## src/rtl/ktl_pkg.sv

```systemverilog
package ktl_pkg;

  localparam int unsigned TOK_LEN_BITS = 16;
  localparam int unsigned TOK_START_BITS = 16;

  typedef enum logic [1:0] {
    MODE_IDLE  = 2'd0,
    MODE_IDENT = 2'd1,
    MODE_NUM   = 2'd2,
    MODE_DONE  = 2'd3
  } mode_t;

  typedef enum logic [3:0] {
    TOK_IDENT  = 4'd0,
    TOK_LET    = 4'd1,
    TOK_INT    = 4'd2,
    TOK_FLOAT  = 4'd3,
    TOK_NUMBER = 4'd4,
    TOK_EQUALS = 4'd5,
    TOK_COLON  = 4'd6,
    TOK_SEMI   = 4'd7,
    TOK_EOF    = 4'd8
  } tok_type_t;

  localparam logic FUNC_BYTE = 1'b0;
  localparam logic FUNC_END  = 1'b1;

  localparam logic [7:0] CH_NUL    = 8'h00;
  localparam logic [7:0] CH_EQUALS = 8'h3d;
  localparam logic [7:0] CH_COLON  = 8'h3a;
  localparam logic [7:0] CH_SEMI   = 8'h3b;

  localparam logic [2:0] KW_ALL = 3'b111;

  typedef struct packed {
    logic [3:0]                  tok_type;
    logic [TOK_START_BITS-1:0]   tok_start;
    logic [TOK_LEN_BITS-1:0]     tok_len;
    logic                        last;
  } tok_t;

  function automatic logic is_alpha(input logic [7:0] c);
    return (c >= 8'h41 && c <= 8'h5a) || (c >= 8'h61 && c <= 8'h7a);
  endfunction

  function automatic logic is_digit(input logic [7:0] c);
    return c >= 8'h30 && c <= 8'h39;
  endfunction

  function automatic logic is_space(input logic [7:0] c);
    return (c >= 8'h09 && c <= 8'h0d) || c == 8'h20;
  endfunction

  // bit0 "let", bit1 "int", bit2 "float"
  function automatic logic [2:0] kw_update(input logic [2:0] hits,
                                           input logic [TOK_LEN_BITS-1:0] idx,
                                           input logic [7:0] c);
    logic m_let;
    logic m_int;
    logic m_float;
    m_let = (idx == 16'd0 && c == 8'h6c) || (idx == 16'd1 && c == 8'h65) ||
            (idx == 16'd2 && c == 8'h74);
    m_int = (idx == 16'd0 && c == 8'h69) || (idx == 16'd1 && c == 8'h6e) ||
            (idx == 16'd2 && c == 8'h74);
    m_float = (idx == 16'd0 && c == 8'h66) || (idx == 16'd1 && c == 8'h6c) ||
              (idx == 16'd2 && c == 8'h6f) || (idx == 16'd3 && c == 8'h61) ||
              (idx == 16'd4 && c == 8'h74);
    return hits & {m_float, m_int, m_let};
  endfunction

  function automatic logic [3:0] ident_type(input logic [2:0] hits,
                                            input logic [TOK_LEN_BITS-1:0] len);
    logic [3:0] t;
    t = TOK_IDENT;
    if (hits[0] && len == 16'd3) begin
      t = TOK_LET;
    end else if (hits[1] && len == 16'd3) begin
      t = TOK_INT;
    end else if (hits[2] && len == 16'd5) begin
      t = TOK_FLOAT;
    end
    return t;
  endfunction

endpackage

```

## src/rtl/ktl_src_if.sv

```systemverilog
interface ktl_src_if;
  logic       valid;
  logic       ready;
  logic       func;
  logic [7:0] ch;

  modport source (output valid, output func, output ch, input ready);
  modport sink (input valid, input func, input ch, output ready);
endinterface

```

## src/rtl/ktl_tok_if.sv

```systemverilog
interface ktl_tok_if;
  logic        valid;
  logic        ready;
  logic [3:0]  tok_type;
  logic [15:0] tok_start;
  logic [15:0] tok_len;
  logic        last;

  modport source (output valid, output tok_type, output tok_start, output tok_len,
                  output last, input ready);
  modport sink (input valid, input tok_type, input tok_start, input tok_len,
                input last, output ready);
endinterface

```

## src/rtl/ktl_tok_queue.sv

```systemverilog
module ktl_tok_queue (
  input  logic          clk,
  input  logic          rst,
  input  logic [1:0]    push_n,
  input  ktl_pkg::tok_t push0,
  input  ktl_pkg::tok_t push1,
  output logic          room2,
  ktl_tok_if.source     tok_ch
);
  import ktl_pkg::*;

  localparam int unsigned DEPTH = 4;
  localparam int unsigned AW = $clog2(DEPTH);

  tok_t          mem [DEPTH];
  logic [AW-1:0] wr_ptr;
  logic [AW-1:0] rd_ptr;
  logic [AW:0]   count;
  logic [AW:0]   count_next;
  logic          pop;

  assign pop = tok_ch.valid && tok_ch.ready;
  assign room2 = count <= (AW+1)'(DEPTH - 2);
  assign count_next = count + {{(AW-1){1'b0}}, push_n} - {{AW{1'b0}}, pop};

  assign tok_ch.valid     = count != '0;
  assign tok_ch.tok_type  = mem[rd_ptr].tok_type;
  assign tok_ch.tok_start = mem[rd_ptr].tok_start;
  assign tok_ch.tok_len   = mem[rd_ptr].tok_len;
  assign tok_ch.last      = mem[rd_ptr].last;

  always_ff @(posedge clk) begin
    if (push_n != 2'd0) begin
      mem[wr_ptr] <= push0;
    end
    if (push_n == 2'd2) begin
      mem[wr_ptr + AW'(1)] <= push1;
    end
  end

  always_ff @(posedge clk) begin
    if (rst) begin
      wr_ptr <= '0;
      rd_ptr <= '0;
      count  <= '0;
    end else begin
      wr_ptr <= wr_ptr + AW'(push_n);
      if (pop) begin
        rd_ptr <= rd_ptr + AW'(1);
      end
      count <= count_next;
    end
  end

endmodule

```

## src/rtl/keyword_token_lexer.sv

```systemverilog
// A token is written into the token queue when the byte that ends it is taken.
// Throughput: one byte per cycle; the input holds only while the four-entry
// token queue has more than two words waiting, which happens when tokens come
// faster than the sink takes them.
// Reset: rst (synchronous) clears scan state, offset and the token queue.
module keyword_token_lexer #(
  parameter int unsigned POS_BITS = 16
) (
  input  logic      clk,
  input  logic      rst,
  ktl_src_if.sink   src_ch,
  ktl_tok_if.source tok_ch
);
  import ktl_pkg::*;

  mode_t                    mode;
  mode_t                    mode_next;
  logic [POS_BITS-1:0]      position;
  logic [POS_BITS-1:0]      position_next;
  logic [POS_BITS-1:0]      token_start;
  logic [POS_BITS-1:0]      token_start_next;
  logic [TOK_LEN_BITS-1:0]  token_length;
  logic [TOK_LEN_BITS-1:0]  token_length_next;
  logic [2:0]               keyword_hits;
  logic [2:0]               keyword_hits_next;

  logic                     accept;
  logic                     room2;
  logic [7:0]               c;
  logic [TOK_LEN_BITS-1:0]  len_inc;
  tok_t                     pend_tok;
  tok_t                     byte_tok;
  logic                     pend_v;
  logic                     byte_v;
  tok_t                     push0;
  tok_t                     push1;
  logic [1:0]               push_n;

  assign src_ch.ready = room2;
  assign accept = src_ch.valid && src_ch.ready;
  assign c = src_ch.ch;
  assign len_inc = (token_length == '1) ? token_length : token_length + 16'd1;

  always_comb begin
    pend_tok.tok_type  = (mode == MODE_IDENT) ? ident_type(keyword_hits, token_length)
                                              : TOK_NUMBER;
    pend_tok.tok_start = TOK_START_BITS'(token_start);
    pend_tok.tok_len   = token_length;
    pend_tok.last      = 1'b0;
  end

  always_comb begin
    mode_next         = mode;
    position_next     = position;
    token_start_next  = token_start;
    token_length_next = token_length;
    keyword_hits_next = keyword_hits;
    pend_v            = 1'b0;
    byte_v            = 1'b0;
    byte_tok.tok_type  = TOK_EOF;
    byte_tok.tok_start = TOK_START_BITS'(position);
    byte_tok.tok_len   = '0;
    byte_tok.last      = 1'b1;

    if (src_ch.func == FUNC_END) begin
      if (mode != MODE_DONE) begin
        pend_v = (mode == MODE_IDENT) || (mode == MODE_NUM);
        byte_v = 1'b1;
      end
      mode_next         = MODE_IDLE;
      position_next     = '0;
      token_start_next  = '0;
      token_length_next = '0;
      keyword_hits_next = KW_ALL;
    end else if (mode != MODE_DONE) begin
      if (mode == MODE_IDENT && (is_alpha(c) || is_digit(c))) begin
        keyword_hits_next = kw_update(keyword_hits, token_length, c);
        token_length_next = len_inc;
      end else if (mode == MODE_NUM && is_digit(c)) begin
        token_length_next = len_inc;
      end else begin
        pend_v    = (mode == MODE_IDENT) || (mode == MODE_NUM);
        mode_next = MODE_IDLE;
        if (c == CH_NUL) begin
          byte_v    = 1'b1;
          mode_next = MODE_DONE;
        end else if (is_space(c)) begin
          byte_v = 1'b0;
        end else if (is_alpha(c)) begin
          mode_next         = MODE_IDENT;
          token_start_next  = position;
          token_length_next = 16'd1;
          keyword_hits_next = kw_update(KW_ALL, 16'd0, c);
        end else if (is_digit(c)) begin
          mode_next         = MODE_NUM;
          token_start_next  = position;
          token_length_next = 16'd1;
        end else if (c == CH_EQUALS) begin
          byte_v            = 1'b1;
          byte_tok.tok_type = TOK_EQUALS;
          byte_tok.tok_len  = 16'd1;
        end else if (c == CH_COLON) begin
          byte_v            = 1'b1;
          byte_tok.tok_type = TOK_COLON;
          byte_tok.tok_len  = 16'd1;
        end else if (c == CH_SEMI) begin
          byte_v            = 1'b1;
          byte_tok.tok_type = TOK_SEMI;
          byte_tok.tok_len  = 16'd1;
        end
      end
      if (mode_next != MODE_DONE) begin
        position_next = position + POS_BITS'(1);
      end
    end
  end

  always_comb begin
    push0      = pend_v ? pend_tok : byte_tok;
    push0.last = !(pend_v && byte_v);
    push1      = byte_tok;
    push_n     = accept ? ({1'b0, pend_v} + {1'b0, byte_v}) : 2'd0;
  end

  always_ff @(posedge clk) begin
    if (rst) begin
      mode         <= MODE_IDLE;
      position     <= '0;
      token_start  <= '0;
      token_length <= '0;
      keyword_hits <= KW_ALL;
    end else if (accept) begin
      mode         <= mode_next;
      position     <= position_next;
      token_start  <= token_start_next;
      token_length <= token_length_next;
      keyword_hits <= keyword_hits_next;
    end
  end

  ktl_tok_queue u_queue (
    .clk    (clk),
    .rst    (rst),
    .push_n (push_n),
    .push0  (push0),
    .push1  (push1),
    .room2  (room2),
    .tok_ch (tok_ch)
  );

endmodule

```

## src/flat_wrapper.sv

```systemverilog
// flat-port wrapper written by rule: the top's interface ports become plain ports
module keyword_token_lexer_flat import ktl_pkg::*;
#(
  parameter int unsigned POS_BITS = 16
)
  (clk, rst, src_ch_valid, src_ch_func, src_ch_ch, src_ch_ready, tok_ch_valid, tok_ch_tok_type, tok_ch_tok_start, tok_ch_tok_len, tok_ch_last, tok_ch_ready);
  ktl_src_if src_ch_i ();
  ktl_tok_if tok_ch_i ();
  input  logic clk;
  input  logic rst;
  input wire logic [$bits(src_ch_i.valid)-1:0] src_ch_valid;
  input wire logic [$bits(src_ch_i.func)-1:0] src_ch_func;
  input wire logic [$bits(src_ch_i.ch)-1:0] src_ch_ch;
  output wire logic [$bits(src_ch_i.ready)-1:0] src_ch_ready;
  output wire logic [$bits(tok_ch_i.valid)-1:0] tok_ch_valid;
  output wire logic [$bits(tok_ch_i.tok_type)-1:0] tok_ch_tok_type;
  output wire logic [$bits(tok_ch_i.tok_start)-1:0] tok_ch_tok_start;
  output wire logic [$bits(tok_ch_i.tok_len)-1:0] tok_ch_tok_len;
  output wire logic [$bits(tok_ch_i.last)-1:0] tok_ch_last;
  input wire logic [$bits(tok_ch_i.ready)-1:0] tok_ch_ready;
  assign src_ch_i.valid = src_ch_valid;
  assign src_ch_i.func = src_ch_func;
  assign src_ch_i.ch = src_ch_ch;
  assign src_ch_ready = src_ch_i.ready;
  assign tok_ch_valid = tok_ch_i.valid;
  assign tok_ch_tok_type = tok_ch_i.tok_type;
  assign tok_ch_tok_start = tok_ch_i.tok_start;
  assign tok_ch_tok_len = tok_ch_i.tok_len;
  assign tok_ch_last = tok_ch_i.last;
  assign tok_ch_i.ready = tok_ch_ready;
  keyword_token_lexer #(.POS_BITS(POS_BITS)) u_core (.clk(clk), .rst(rst), .src_ch(src_ch_i), .tok_ch(tok_ch_i));
endmodule
```

## config.mk

```make
export PLATFORM = sky130hd
export DESIGN_NAME = keyword_token_lexer_flat
export DESIGN_NICKNAME = d
export VERILOG_FILES = /design/src/rtl/ktl_pkg.sv /design/src/rtl/ktl_src_if.sv /design/src/rtl/ktl_tok_if.sv /design/src/rtl/ktl_tok_queue.sv /design/src/rtl/keyword_token_lexer.sv /design/src/flat_wrapper.sv
export SDC_FILE = /design/constraint.sdc
export NUM_CORES = 1
export LEC_CHECK = 0
export BUFFER_PORTS_ARGS = -buffer_cell sky130_fd_sc_hd__buf_2
export CORE_MARGIN = 10
export CORE_UTILIZATION = 50
export CTS_CLUSTER_SIZE = 12
export DETAILED_ROUTE_END_ITERATION = 10
export GPL_TIMING_DRIVEN = 0
export PLACE_DENSITY = 0.64
export SYNTH_ARGS = -nofsm -noshare
export SYNTH_HDL_FRONTEND = slang
export SYNTH_SLANG_ARGS = --single-unit
```

## constraint.sdc

```tcl
create_clock -name clk -period 8.8 [get_ports clk]
set_clock_uncertainty 0.15 [all_clocks]
set_input_delay 1.32 -clock clk [delete_from_list [all_inputs] [get_ports clk]]
set_output_delay 1.32 -clock clk [all_outputs]
set_load 0.005 [all_outputs]
```

==> results of run 1 <==
==> worst max-delay path, stage by stage <==
cell and delay, ns:
buf_2 0.11, buf_2 0.18, a21oi_4 0.15, o2bb2ai_4 0.13
o31a_4 0.39, o21ai_2 0.34, inv_1 0.16, ha_1 0.39
o211ai_1 0.45, nor3_1 0.23, nor2_1 0.61, clkbuf_1 0.53
inv_1 0.64
==> cell type report <==
cell class | count | area [um^2]
Timing Repair Buffer | 48 | 240.2
Clock inverter | 6 | 36.28
Multi-Input combinational cell | 543 | 4467
Tap cell | 265 | 331.6
Clock buffer | 34 | 668.1
Sequential cell | 210 | 5045
Fill cell | 1664 | 8304
Buffer | 85 | 419.2
Inverter | 21 | 78.83
==> sequential cells by signal (all words and copies together) (netlist names), named ones only <==
| register | cells |
|---|---|
| u_core.keyword_hits | 3 |
| u_core.mode | 2 |
| u_core.position | 16 |
| u_core.token_length | 16 |
| u_core.token_start | 16 |
| u_core.u_queue.count | 3 |
| u_core.u_queue.mem | 148 |
| u_core.u_queue.rd_ptr | 2 |
| u_core.u_queue.wr_ptr | 2 |
==> cells in the mapped netlist, types with 10 or more instances <==
library cell / number
mux4_2: 37
a22o_1: 140
o22ai_1: 13
buf_2: 17
clkbuf_1: 43
nand2_1: 49
dfxtp_1: 126
nor3_1: 10
a21oi_1: 24
buf_1: 13
a2111o_1: 12
inv_1: 21
o21ai_0: 14
nand4_1: 17
nor2_1: 40
nand3_1: 26
edfxtp_1: 84
ha_1: 13
==> layer usage <==
metal  up-vias  wire length, um  part of all wire [%]  GRT usage, %
met5         -                0                     0             0
met4         0              380                   1.5         3.970
met3        29             1463                   5.7         3.152
met2       237            12610                    49         32.82
met1      3654            11370                    44         25.77
li1       3533                -                     -             -
==> power groups by stage <==
stage / registers (mW) / logic, mW / clock network, mW
after floorplan: 1.11 / 0.371 / 0
after global placement: 1.12 / 0.540 / 0
after detailed placement: 1.12 / 0.545 / 0
after CTS: 1.10 / 0.546 / 0.920
after global routing: 1.10 / 0.594 / 0.956
final: 1.10 / 0.538 / 0.908
==> logic make-up (layout without fill, tap and decap cells) <==
kind of cell	count (synthesis)	after routing
AOI/OAI and AO/OA	268	268
DFF	210	210
and+or+nand+nor	207	207
buffers and inverters	106	194
muxes	41	41
adders and majority gates	14	14
xor gates and xnor gates	13	13
==> through the flow <==
| step | worst slack [ns] | util (%) | hold slack [ns] |
|---|---|---|---|
| after floorplan | 4.033 | - | 0.2810 |
| after global placement | 2.613 | 54.01 | 0.2918 |
| after detailed placement | 2.584 | 54.01 | 0.3002 |
| after CTS | 3.122 | 57.61 | 0.3140 |
| after global routing | 2.678 | 57.61 | 0.3281 |
| final | 3.065 | 57.61 | 0.3078 |
==> final timing paths <==
path,end,cells after the start,slack (ns),startpoint
worst max register to register,u_core.u_queue.mem[0][25],11,3.65,u_core.mode[0]
worst min-delay path,u_core.u_queue.mem[2][0],1,0.31,u_core.u_queue.mem[2][0]
worst min register to register,u_core.u_queue.mem[2][0],1,0.31,u_core.u_queue.mem[2][0]
worst max-delay path,u_core.u_queue.mem[0][25],13,3.07,src_ch_ch[1]
==> tab_implementation.tex, run 1 <==
\begin{tabular}{lr}
\hline
Metric & Value \\
\hline
\multicolumn{2}{l}{\textbf{Placed design}} \\
\quad Number of input and output port buffers inserted & 48 \\
\quad HPWL Detailed & 17600 um \\
\quad Placed instance count & 1172 \\
\quad Weighted congestion at the end of routability-driven global placement & 0.9027 \\
\quad Area post-placement & 10580 um\^{}2 \\
\multicolumn{2}{l}{\textbf{Yosys}} \\
\quad Post-synthesis share of cell area spent on xor and xnor gates & 1.138\% \\
\quad Leading area contributor after synthesis & dfxtp\_1 \\
\quad Proportion of synthesized area in mux cells & 8.725\% \\
\quad Area fraction in and, or, nand and nor cells after synthesis & 10.75\% \\
\quad Dominant combinational cell family by area after synthesis & compound AO/OA/AOI/OAI gates \\
\quad Fraction of registers with async set or reset after synthesis & 0\% \\
\quad Number of distinct standard cells referenced by the synthesized netlist & 73 \\
\quad Compound-Gate Fraction of Synth Area & 22.19\% \\
\quad Number of instances in the synthesized netlist & 859 \\
\quad Post-synthesis adder-cell area fraction & 1.825\% \\
\quad Yosys reg bits & 210 \\
\quad Area contributors post-synth & dfxtp\_1 (25\%), edfxtp\_1 (25\%), a22o\_1 (12\%), mux4\_2 (8.3\%), nand2\_1 (1.8\%) \\
\quad Synth warn & 0 \\
\quad Per-instance average area after synthesis & 11.65 um\^{}2 \\
\quad Total standard cell area after synthesis & 10010 um\^{}2 \\
\quad Number of enable-type register cells in the synthesized netlist & 84 \\
\quad Synthesized net count & 886 \\
\quad Portion of the post-synthesis area used by sequential elements & 50.40\% \\
\quad Share of Yosys cell area claimed by the top area cell type & 25.20\% \\
\quad Post-synth top flop & dfxtp\_1 \\
\multicolumn{2}{l}{\textbf{Die}} \\
\quad Initial Util & 51.10\% \\
\quad Die Y & 161.5 um \\
\quad Die Wd & 161.5 um \\
\quad Die area & 26080 um\^{}2 \\
\quad I/O pin cnt & 52 \\
\quad Core area & 19590 um\^{}2 \\
\quad Number of placement rows & 51 \\
\multicolumn{2}{l}{\textbf{Power}} \\
\quad Pwr Total & 2.544 mW \\
\quad Portion of total power attributed to sequential cells & 43.2\% \\
\quad Power share of the clock group & 35.7\% \\
\quad Maximum vdd ir drop & 0.1559 mV \\
\quad Sw Share & 28.53\% \\
\quad Static leakage power & 4.031 nW \\
\quad Pint & 1.818 mW \\
\quad Pwr per Cell Area & 225.4 nW/um\^{}2 \\
\quad Comb power frac & 21.1\% \\
\quad Switching pwr & 0.7258 mW \\
\multicolumn{2}{l}{\textbf{Timing}} \\
\quad Unrepaired setup endpoints after global routing & false \\
\quad Pin slew with the least headroom to its limit & 1.094 ns \\
\quad Period utilisation layout & 65.17\% \\
\quad Post-layout minimum cycle time & 5.735 ns \\
\quad Final Slew Violations & 0 \\
\quad Hold violation count in the final report & 0 \\
\quad Fmax & 174.4 MHz \\
\quad Final TNS setup & 0 ns \\
\quad Rel. slew slack & 26.99\% \\
\quad Final setup violation count & 0 \\
\multicolumn{2}{l}{\textbf{Clocking}} \\
\quad Post-CTS Hold Fix Bufs & 0 \\
\quad Number of buffers inserted during clock tree synthesis & 23 \\
\quad TritonCTS clock tree & built \\
\quad Worst skew pair latency & 0.52 ns \\
\quad Number of sinks driven by the clock tree & 210 \\
\quad CTS Root Buffer Type & clkbuf\_16 \\
\quad Total of cells resized after clock tree synthesis & 0 \\
\quad Clock-pin transition on the worst setup and hold timing paths & 0.06 ns \\
\quad Number of buffers added for setup after CTS & 0 \\
\quad Max Root-Sink Buffers & 3 \\
\quad Number of levels in the clock H-tree & 1 \\
\multicolumn{2}{l}{\textbf{Layout}} \\
\quad Final standard cell area without fillers & 11290 um\^{}2 \\
\quad Commonest cells after routing, fill and taps aside & a22o\_1 (140), dfxtp\_1 (126), edfxtp\_1 (84), buf\_2 (65), clkbuf\_1 (50) \\
\quad Area added between synthesis and finish & 12.75\% \\
\quad \# diodes & 0 \\
\quad Number of nets in the finished design & 959 \\
\quad Layout cell share with drive strength beyond 1 & 17.32\% \\
\quad Leading cell type in the layout, fill and taps excluded & a22o\_1 \\
\quad Non-Filler Instances & 1212 \\
\multicolumn{2}{l}{\textbf{Global routing}} \\
\quad Largest net degree at the start of global routing & 23 \\
\quad Wire length of the first global-routing pass & 41490 um \\
\quad Initial antenna violation count & 0 \\
\quad Global routing usage summed across all routing layers & 19.42\% \\
\quad Via count of the first global-routing pass & 7427 \\
\quad Final global-route overflow total & 0 \\
\multicolumn{2}{l}{\textbf{Route}} \\
\quad Final WL & 25830 um \\
\quad Routed len/inst & 21.31 um \\
\quad Iteration count of the initial detailed-routing pass & 5 \\
\quad Final ANT Viol Nets & 0 \\
\quad Initial DRC count & 565 \\
\quad Total DRC errors in the routed layout & 0 \\
\quad Post-DR vias/cell & 6.149 \\
\quad Vias post-DR & 7453 \\
\multicolumn{2}{l}{\textbf{Critical path}} \\
\quad Sort of element at the end of the critical path & register \\
\quad Biggest fanout along the worst timing path & 21 \\
\quad Worst setup path class & in -> reg \\
\quad WP data arrival & 5.66 ns \\
\quad Worst Path Required & 8.73 ns \\
\quad Critical path launch point type & input pin \\
\multicolumn{2}{l}{\textbf{Outcome}} \\
\quad Status & complete, no violations \\
\multicolumn{2}{l}{\textbf{Job}} \\
\quad Count of max-cap constraint violations & 0 \\
\multicolumn{2}{l}{\textbf{Hold path}} \\
\quad Worst min path class & reg -> reg \\
\hline
\end{tabular}
Note: power is estimated with default switching activity, not from simulation.
==> inputs of run 2 (changes only) <==
Settings changed: ABC_AREA from default to 1.
Clock period 8.8 ns to 6 ns, I/O delays scaled along.
==> run 2 against run 1 <==
First-iteration DRC count increased by 64%. Synthesized area increased by 3.6%. Global-route usage increased by 2.4 points.
==> tab_implementation.tex, run 2 <==
\begin{tabular}{lr}
\hline
Metric & Value \\
\hline
\multicolumn{2}{l}{\textbf{Die}} \\
\quad Core area & 20300 um\^{}2 (+3.6\%) \\
\quad Number of placement rows & 52 (+2.0\%) \\
\quad I/O pin cnt & 52 (unchanged) \\
\quad Initial Util & 51.10\% (about the same) \\
\quad Die Wd & 164.0 um (+1.6\%) \\
\quad Die area & 26910 um\^{}2 (+3.2\%) \\
\quad Die Y & 164.0 um (+1.6\%) \\
\multicolumn{2}{l}{\textbf{Critical path}} \\
\quad Biggest fanout along the worst timing path & 23 (+9.5\%) \\
\quad Sort of element at the end of the critical path & register \\
\quad Launch point of the worst reg-to-reg path & u\_core.mode[1] \\
\quad Worst Path Required & 6.27 ns (-2.46 ns) \\
\quad WP data arrival & 5.05 ns (-0.61 ns) \\
\quad Critical path launch point type & register \\
\quad Worst setup path class & reg -> reg \\
\quad Worst setup path startpoint & u\_core.mode[1] \\
\multicolumn{2}{l}{\textbf{Global routing}} \\
\quad Largest net degree at the start of global routing & 25 (+8.7\%) \\
\quad Initial antenna violation count & 0 (unchanged) \\
\quad Via count of the first global-routing pass & 8771 (+18\%) \\
\quad Wire length of the first global-routing pass & 47180 um (+14\%) \\
\quad Global routing usage summed across all routing layers & 21.83\% (+2.4 points) \\
\quad Final global-route overflow total & 0 (unchanged) \\
\multicolumn{2}{l}{\textbf{Yosys}} \\
\quad Commonest cells in the netlist & nand2\_1 (223), nor2\_1 (149), o21ai\_0 (146) \\
\quad Post-synth top flop & dfxtp\_1 \\
\quad Leading area contributor after synthesis & dfxtp\_1 \\
\quad Share of Yosys cell area claimed by the top area cell type & 24.32\% (-0.88 points) \\
\quad Total standard cell area after synthesis & 10370 um\^{}2 (+3.6\%) \\
\quad Number of enable-type register cells in the synthesized netlist & 84 (unchanged) \\
\quad Yosys reg bits & 210 (unchanged) \\
\quad Per-instance average area after synthesis & 8.066 um\^{}2 (-31\%) \\
\quad Portion of the post-synthesis area used by sequential elements & 48.64\% (-1.8 points) \\
\quad Area contributors post-synth & dfxtp\_1 (24\%), edfxtp\_1 (24\%), nand2\_1 (8.1\%), o21ai\_0 (7.0\%), o22ai\_1 (6.1\%) \\
\quad Fraction of registers with async set or reset after synthesis & 0\% (unchanged) \\
\quad Number of distinct standard cells referenced by the synthesized netlist & 42 (-42\%) \\
\quad Synth warn & 0 (unchanged) \\
\quad Most instantiated library cell after synthesis & nand2\_1 \\
\quad Synthesized net count & 1313 (+48\%) \\
\quad Number of instances in the synthesized netlist & 1286 (+50\%) \\
\multicolumn{2}{l}{\textbf{Layout}} \\
\quad Commonest cells after routing, fill and taps aside & nand2\_1 (223), nor2\_1 (149), o21ai\_0 (146), dfxtp\_1 (126), o22ai\_1 (101) \\
\quad Final standard cell area without fillers & 11650 um\^{}2 (+3.2\%) \\
\quad Non-Filler Instances & 1644 (+36\%) \\
\quad \# diodes & 0 (unchanged) \\
\quad Area added between synthesis and finish & 12.29\% \\
\quad Final Core Density & 57.38\% (-0.23 points) \\
\quad Number of nets in the finished design & 1387 (+45\%) \\
\quad Layout cell share with drive strength beyond 1 & 11.43\% (-5.9 points) \\
\quad Leading cell type in the layout, fill and taps excluded & nand2\_1 \\
\quad Most flop-heavy register & u\_core.u\_queue.mem \\
\quad Number of flip-flops under the largest register name & 148 (unchanged) \\
\multicolumn{2}{l}{\textbf{Hold path}} \\
\quad Worst min path class & reg -> reg \\
\quad Hold path start & u\_core.u\_queue.mem[2][4] \\
\multicolumn{2}{l}{\textbf{Placed design}} \\
\quad Area post-placement & 10960 um\^{}2 (+3.5\%) \\
\quad Setup Slack @ Placement & 0.8080 ns (-1.776 ns) \\
\quad Weighted congestion at the end of routability-driven global placement & 0.8940 (-0.96\%) \\
\quad Placed instance count & 1605 (+37\%) \\
\quad Number of input and output port buffers inserted & 49 (+2.1\%) \\
\quad HPWL Detailed & 21380 um (+21\%) \\
\multicolumn{2}{l}{\textbf{Route}} \\
\quad Final WL & 30220 um (+17\%) \\
\quad Routed len/inst & 18.38 um (-14\%) \\
\quad Iteration count of the initial detailed-routing pass & 6 (+1) \\
\quad Post-DR vias/cell & 5.726 (-6.9\%) \\
\quad Final ANT Viol Nets & 0 (unchanged) \\
\quad Vias post-DR & 9413 (+26\%) \\
\quad Total DRC errors in the routed layout & 0 (unchanged) \\
\quad Initial DRC count & 927 (+64\%) \\
\multicolumn{2}{l}{\textbf{Clocking}} \\
\quad Number of buffers inserted during clock tree synthesis & 23 (unchanged) \\
\quad Clock-pin transition on the worst setup and hold timing paths & 0.06 ns (about the same) \\
\quad Max Root-Sink Buffers & 3 (unchanged) \\
\quad Number of buffers added for setup after CTS & 0 (unchanged) \\
\quad Total of cells resized after clock tree synthesis & 0 (unchanged) \\
\quad Number of levels in the clock H-tree & 1 (unchanged) \\
\quad Worst skew pair latency & 0.51 ns (about the same) \\
\quad Number of sinks driven by the clock tree & 210 (unchanged) \\
\quad CTS Root Buffer Type & clkbuf\_16 \\
\quad Post-CTS Hold Fix Bufs & 0 (unchanged) \\
\quad TritonCTS clock tree & built \\
\multicolumn{2}{l}{\textbf{Outcome}} \\
\quad Status & complete, no violations \\
\multicolumn{2}{l}{\textbf{Timing}} \\
\quad Hold violation count in the final report & 0 (unchanged) \\
\quad Pin slew with the least headroom to its limit & 1.201 ns (+0.1071 ns) \\
\quad Smallest setup slack after layout & 1.228 ns (-1.837 ns) \\
\quad Final TNS setup & 0 ns (unchanged) \\
\quad Unrepaired setup endpoints after global routing & false \\
\quad Final Slew Violations & 0 (unchanged) \\
\quad Final setup violation count & 0 (unchanged) \\
\quad Period utilisation layout & 79.53\% \\
\quad Rel. slew slack & 19.73\% (-7.3 points) \\
\quad Post-layout minimum cycle time & 4.772 ns \\
\quad Fmax & 209.6 MHz \\
\multicolumn{2}{l}{\textbf{Power}} \\
\quad Static leakage power & 4.278 nW (+6.1\%) \\
\quad Pwr per Cell Area & 350.4 nW/um\^{}2 (+55\%) \\
\quad Maximum vdd ir drop & 0.1750 mV (+12\%) \\
\multicolumn{2}{l}{\textbf{Job}} \\
\quad Count of max-cap constraint violations & 0 (unchanged) \\
\hline
\end{tabular}
## run 2: cell types whose count changed in the layout (fill, tap and decap cells not counted), sizes merged, moves of 58 or more
cell	previous run	this run
nand2	49	237
a22o	140	0
inv	22	103
o22ai	14	101
o21ai	21	200
nand3	26	84
nor2	40	156
## run 2: kinds of logic after synthesis
group | synth area share [%]
buf+inv | 7.093
compound gates | 19.45
flops | 48.64
xor+xnor | 1.436
fa+ha+maj | 1.761
simple gates | 21.63
## run 2: metrics by stage
step	power (mW)	hold slack [ns]
final	4.081	0.3036
after global routing	4.269	0.3226
after CTS	4.090	0.3020
after detailed placement	2.785	0.2904
after global placement	2.776	0.2827
after floorplan	2.364	0.2688
## run 2: final timing paths
| kind | depth (start not counted) | slack (ns) | endpoint |
|---|---|---|---|
| worst max-delay path | 19 | 1.23 | u_core.u_queue.mem[2][14] |
| worst min-delay path | 2 | 0.30 | u_core.u_queue.mem[2][4] |
| worst max register to register | 19 | 1.23 | u_core.u_queue.mem[2][14] |
| worst min register to register | 2 | 0.30 | u_core.u_queue.mem[2][4] |
## run 2: per-layer routing
layer  vias up  global-route usage [%]  share of wire [%]
li1       4579                       -                  -
met1      4428                   31.08                 46
met2       365                   33.75                 44
met3        41                   3.529                8.5
met4         0                   5.686                1.8
met5         -                       0                  0
## run 2: critical path, stage by stage, from the launching register on
cell and delay (ns):
dfxtp_1 0.43, inv_1 0.07, ha_1 0.30, or2_2 0.31, o21ai_0 0.24, inv_1 0.11
nand2_4 0.14, inv_4 0.07, buf_6 0.14, ha_1 0.31, inv_1 0.09, nor2_2 0.06
nor2_1 0.26, inv_1 0.09, nand2_1 0.29, nand2_1 0.75, inv_1 0.48, buf_4 0.27
nand2_1 0.06, o21ai_0 0.07
## run 2: where the power goes
| group | internal, mW | total (mW) | leakage, nW | switching, mW |
|---|---|---|---|---|
| Clock | 0.762 | 1.32 | 0.338 | 0.554 |
| Combinational | 0.358 | 1.12 | 2.15 | 0.758 |
| Sequential | 1.60 | 1.65 | 1.79 | 0.0523 |
## run 2: area by class of cell
type,count,area (um^2)
Tap cell,270,337.8
Buffer,67,329.1
Timing Repair Buffer,49,245.2
Multi-Input combinational cell,902,4592
Clock inverter,5,25.02
Clock buffer,34,666.9
Sequential cell,210,5045
Fill cell,1942,8652
Inverter,107,406.6
==> inputs of run 3 (changes only) <==
Clock period 6 ns to 4.8 ns, I/O delays scaled along.
==> run 3 against run 2 <==
Via count hardly changed. First-iteration DRC count fell by 2.2%. Final area is essentially flat. Die area is the same. Utilization barely moved. Register-to-register slack lost 0.88 ns. Critical path type unchanged. Critical endpoint is now u_core.u_queue.mem[0][6]. Largest cell class unchanged.
==> tab_implementation.tex, run 3 (same netlist as run 2, synthesis figures left out) <==
\begin{tabular}{lr}
\hline
Metric & Value \\
\hline
\multicolumn{2}{l}{\textbf{Die}} \\
\quad Initial Util & 51.10\% (unchanged) \\
\quad I/O pin cnt & 52 (unchanged) \\
\quad Die Y & 164.0 um (unchanged) \\
\quad Core area & 20300 um\^{}2 (unchanged) \\
\quad Number of placement rows & 52 (unchanged) \\
\quad Die Wd & 164.0 um (unchanged) \\
\quad Die area & 26910 um\^{}2 (unchanged) \\
\multicolumn{2}{l}{\textbf{Clocking}} \\
\quad Total of cells resized after clock tree synthesis & 1 (+1) \\
\quad Number of sinks driven by the clock tree & 210 (unchanged) \\
\quad Number of buffers inserted during clock tree synthesis & 23 (unchanged) \\
\quad Post-CTS Hold Fix Bufs & 0 (unchanged) \\
\quad Worst skew pair latency & 0.50 ns (about the same) \\
\quad CTS Root Buffer Type & clkbuf\_16 \\
\quad Max Root-Sink Buffers & 3 (unchanged) \\
\quad Number of levels in the clock H-tree & 1 (unchanged) \\
\quad Number of buffers added for setup after CTS & 0 (unchanged) \\
\quad Clock-pin transition on the worst setup and hold timing paths & 0.06 ns (about the same) \\
\quad TritonCTS clock tree & built \\
\multicolumn{2}{l}{\textbf{Critical path}} \\
\quad Launch point of the worst reg-to-reg path & u\_core.mode[1] \\
\quad Sort of element at the end of the critical path & register \\
\quad Most common cell on crit path & inv\_1 \\
\quad Critical Path Max Stage Delay & 0.58 ns (-0.17 ns) \\
\quad Biggest fanout along the worst timing path & 24 (+4.3\%) \\
\quad CP max-delay cell & nand2\_2 \\
\quad Setup slack, reg-to-reg & 0.35 ns (-0.88 ns) \\
\quad Critical-path cell list & inv\_1, ha\_1, or2\_2, o21ai\_0, inv\_1, nand2\_4, inv\_4, buf\_6, ha\_1, inv\_1, nor2\_2, nor2\_1, nor2\_1, inv\_2, nand2\_2, inv\_2, buf\_6, nand2\_1, o21ai\_1 \\
\quad Critical path launch point type & register \\
\quad Worst setup path class & reg -> reg \\
\quad Largest delay contributor family on the critical path & simple AND/OR/NAND/NOR gates \\
\quad Critical path buffer and inverter count & 8 (unchanged) \\
\quad Worst r2r path cells & 19 (unchanged) \\
\quad Worst Path Required & 5.02 ns (-1.25 ns) \\
\quad Capturing point of the worst reg2reg path & u\_core.u\_queue.mem[0][6] \\
\quad WP data arrival & 4.67 ns (-0.38 ns) \\
\multicolumn{2}{l}{\textbf{Layout}} \\
\quad Final standard cell area without fillers & 11650 um\^{}2 (about the same) \\
\quad \# diodes & 0 (unchanged) \\
\quad Layout cell share with drive strength beyond 1 & 11.64\% (+0.22 points) \\
\quad Non-Filler Instances & 1644 (unchanged) \\
\quad Area added between synthesis and finish & 12.36\% (about the same) \\
\quad Number of nets in the finished design & 1387 (unchanged) \\
\quad Commonest cells after routing, fill and taps aside & nand2\_1 (220), nor2\_1 (149), o21ai\_0 (146), dfxtp\_1 (126), o22ai\_1 (101) \\
\quad Number of flip-flops under the largest register name & 148 (unchanged) \\
\quad Most flop-heavy register & u\_core.u\_queue.mem \\
\quad Leading cell type in the layout, fill and taps excluded & nand2\_1 \\
\multicolumn{2}{l}{\textbf{Power}} \\
\quad Sw Share & 33.49\% (+0.049 points) \\
\quad Switching pwr & 1.709 mW (+25\%) \\
\quad Portion of total power attributed to sequential cells & 40.4\% (about the same) \\
\quad Comb power frac & 27.3\% (about the same) \\
\quad Maximum vdd ir drop & 0.2188 mV (+25\%) \\
\quad Pint & 3.395 mW (+25\%) \\
\quad Power share of the clock group & 32.3\% (about the same) \\
\quad Pwr per Cell Area & 438.0 nW/um\^{}2 (+25\%) \\
\quad Static leakage power & 4.276 nW (about the same) \\
\multicolumn{2}{l}{\textbf{Route}} \\
\quad Initial DRC count & 907 (-2.2\%) \\
\quad Vias post-DR & 9406 (-0.074\%) \\
\quad Final WL & 30240 um (about the same) \\
\quad Iteration count of the initial detailed-routing pass & 5 (-1) \\
\quad Routed len/inst & 18.39 um (about the same) \\
\quad Post-DR vias/cell & 5.721 (about the same) \\
\quad Total DRC errors in the routed layout & 0 (unchanged) \\
\quad Final ANT Viol Nets & 0 (unchanged) \\
\multicolumn{2}{l}{\textbf{Hold path}} \\
\quad Worst Hold Endpoint & u\_core.keyword\_hits[0] \\
\quad Worst min path class & reg -> reg \\
\quad Number of instances on the worst hold path & 2 (unchanged) \\
\quad Hold path start & u\_core.keyword\_hits[0] \\
\multicolumn{2}{l}{\textbf{Global routing}} \\
\quad Via count of the first global-routing pass & 8771 (unchanged) \\
\quad Final global-route overflow total & 0 (unchanged) \\
\quad Global routing usage summed across all routing layers & 21.83\% (unchanged) \\
\quad Largest net degree at the start of global routing & 25 (unchanged) \\
\quad Wire length of the first global-routing pass & 47180 um (unchanged) \\
\quad Initial antenna violation count & 0 (unchanged) \\
\multicolumn{2}{l}{\textbf{Placed design}} \\
\quad Number of input and output port buffers inserted & 49 (unchanged) \\
\quad Area post-placement & 10960 um\^{}2 (unchanged) \\
\quad HPWL Detailed & 21380 um (unchanged) \\
\quad Placed instance count & 1605 (unchanged) \\
\quad Weighted congestion at the end of routability-driven global placement & 0.8940 (unchanged) \\
\multicolumn{2}{l}{\textbf{Timing}} \\
\quad Rel. slew slack & 46.69\% (+27 points) \\
\quad Pin slew with the least headroom to its limit & 0.7935 ns (-0.4076 ns) \\
\quad Unrepaired setup endpoints after global routing & false \\
\quad Period utilisation layout & 92.75\% (+13 points) \\
\quad Final setup violation count & 0 (unchanged) \\
\quad Hold violation count in the final report & 0 (unchanged) \\
\quad Post-layout minimum cycle time & 4.452 ns (-0.3198 ns) \\
\quad Worst hold slack after final layout & 0.3033 ns (-0.0002570 ns) \\
\quad Final Slew Violations & 0 (unchanged) \\
\quad Fmax & 224.6 MHz (+7.2\%) \\
\multicolumn{2}{l}{\textbf{Job}} \\
\quad Count of max-cap constraint violations & 0 (unchanged) \\
\multicolumn{2}{l}{\textbf{Outcome}} \\
\quad Status & complete, no violations \\
\hline
\end{tabular}
[run 3: layer usage]
layer  wire, um  vias to the layer above  global-route usage, %
li1           -                     4579                      -
met1      13800                     4401                  31.08
met2      13340                      386                  33.75
met3       2595                       40                  3.529
met4        505                        0                  5.686
met5          0                        -                      0
[run 3: worst max path at each step]
stage              startpoint                   endpoint  slack [ns]  cells past startpoint
2_1_floorplan    src_ch_ch[7]  u_core.u_queue.mem[2][14]        0.98                     22
3_3_place_gp     src_ch_ch[2]  u_core.u_queue.mem[2][14]       -0.17                     22
3_5_place_dp     src_ch_ch[6]   u_core.u_queue.mem[2][7]       -0.21                     23
4_1_cts        u_core.mode[1]  u_core.u_queue.mem[1][10]        0.17                     19
5_1_grt        u_core.mode[1]  u_core.u_queue.mem[2][14]        0.07                     19
6_report       u_core.mode[1]   u_core.u_queue.mem[0][6]        0.35                     19
[run 3: power groups by stage]
stage	registers [mW]	clock network [mW]	logic (mW)
after floorplan	2.08	0	0.877
after CTS	2.06	1.66	1.39
after global placement	2.09	0	1.38
after detailed placement	2.10	0	1.38
final	2.06	1.65	1.39
after global routing	2.07	1.73	1.53
[run 3: per-stage QoR]
| stage | total power [mW] | setup WS (ns) | setup TNS [ns] | utilization, % |
|---|---|---|---|---|
| global placement | 3.470 | -0.1743 | -1.674 | 53.97 |
| finish | 5.104 | 0.3479 | 0 | 57.41 |
| global route | 5.336 | 0.07235 | 0 | 57.41 |
| CTS | 5.112 | 0.1746 | 0 | 57.39 |
| detailed placement | 3.481 | -0.2120 | -2.211 | 53.97 |
| floorplan | 2.956 | 0.9830 | 0 | - |
[run 3: worst register-to-register path: stages (launching register included)]
cell,delay (ns)
dfxtp_1,0.43
inv_1,0.07
ha_1,0.29
or2_2,0.31
o21ai_0,0.24
inv_1,0.11
nand2_4,0.14
inv_4,0.07
buf_6,0.14
ha_1,0.30
inv_1,0.07
nor2_2,0.16
nor2_1,0.12
nor2_1,0.45
inv_2,0.16
nand2_2,0.58
inv_2,0.20
buf_6,0.21
nand2_1,0.07
o21ai_1,0.06
[run 3: area by class of cell]
type | instances | area (um^2)
buffer | 67 | 329.1
clock buffer | 34 | 666.9
clock inverter | 5 | 25.02
fill | 1941 | 8645
inverter | 107 | 406.6
multi-input combinational | 902 | 4599
sequential | 210 | 5045
tap | 270 | 337.8
timing repair buffer | 49 | 245.2
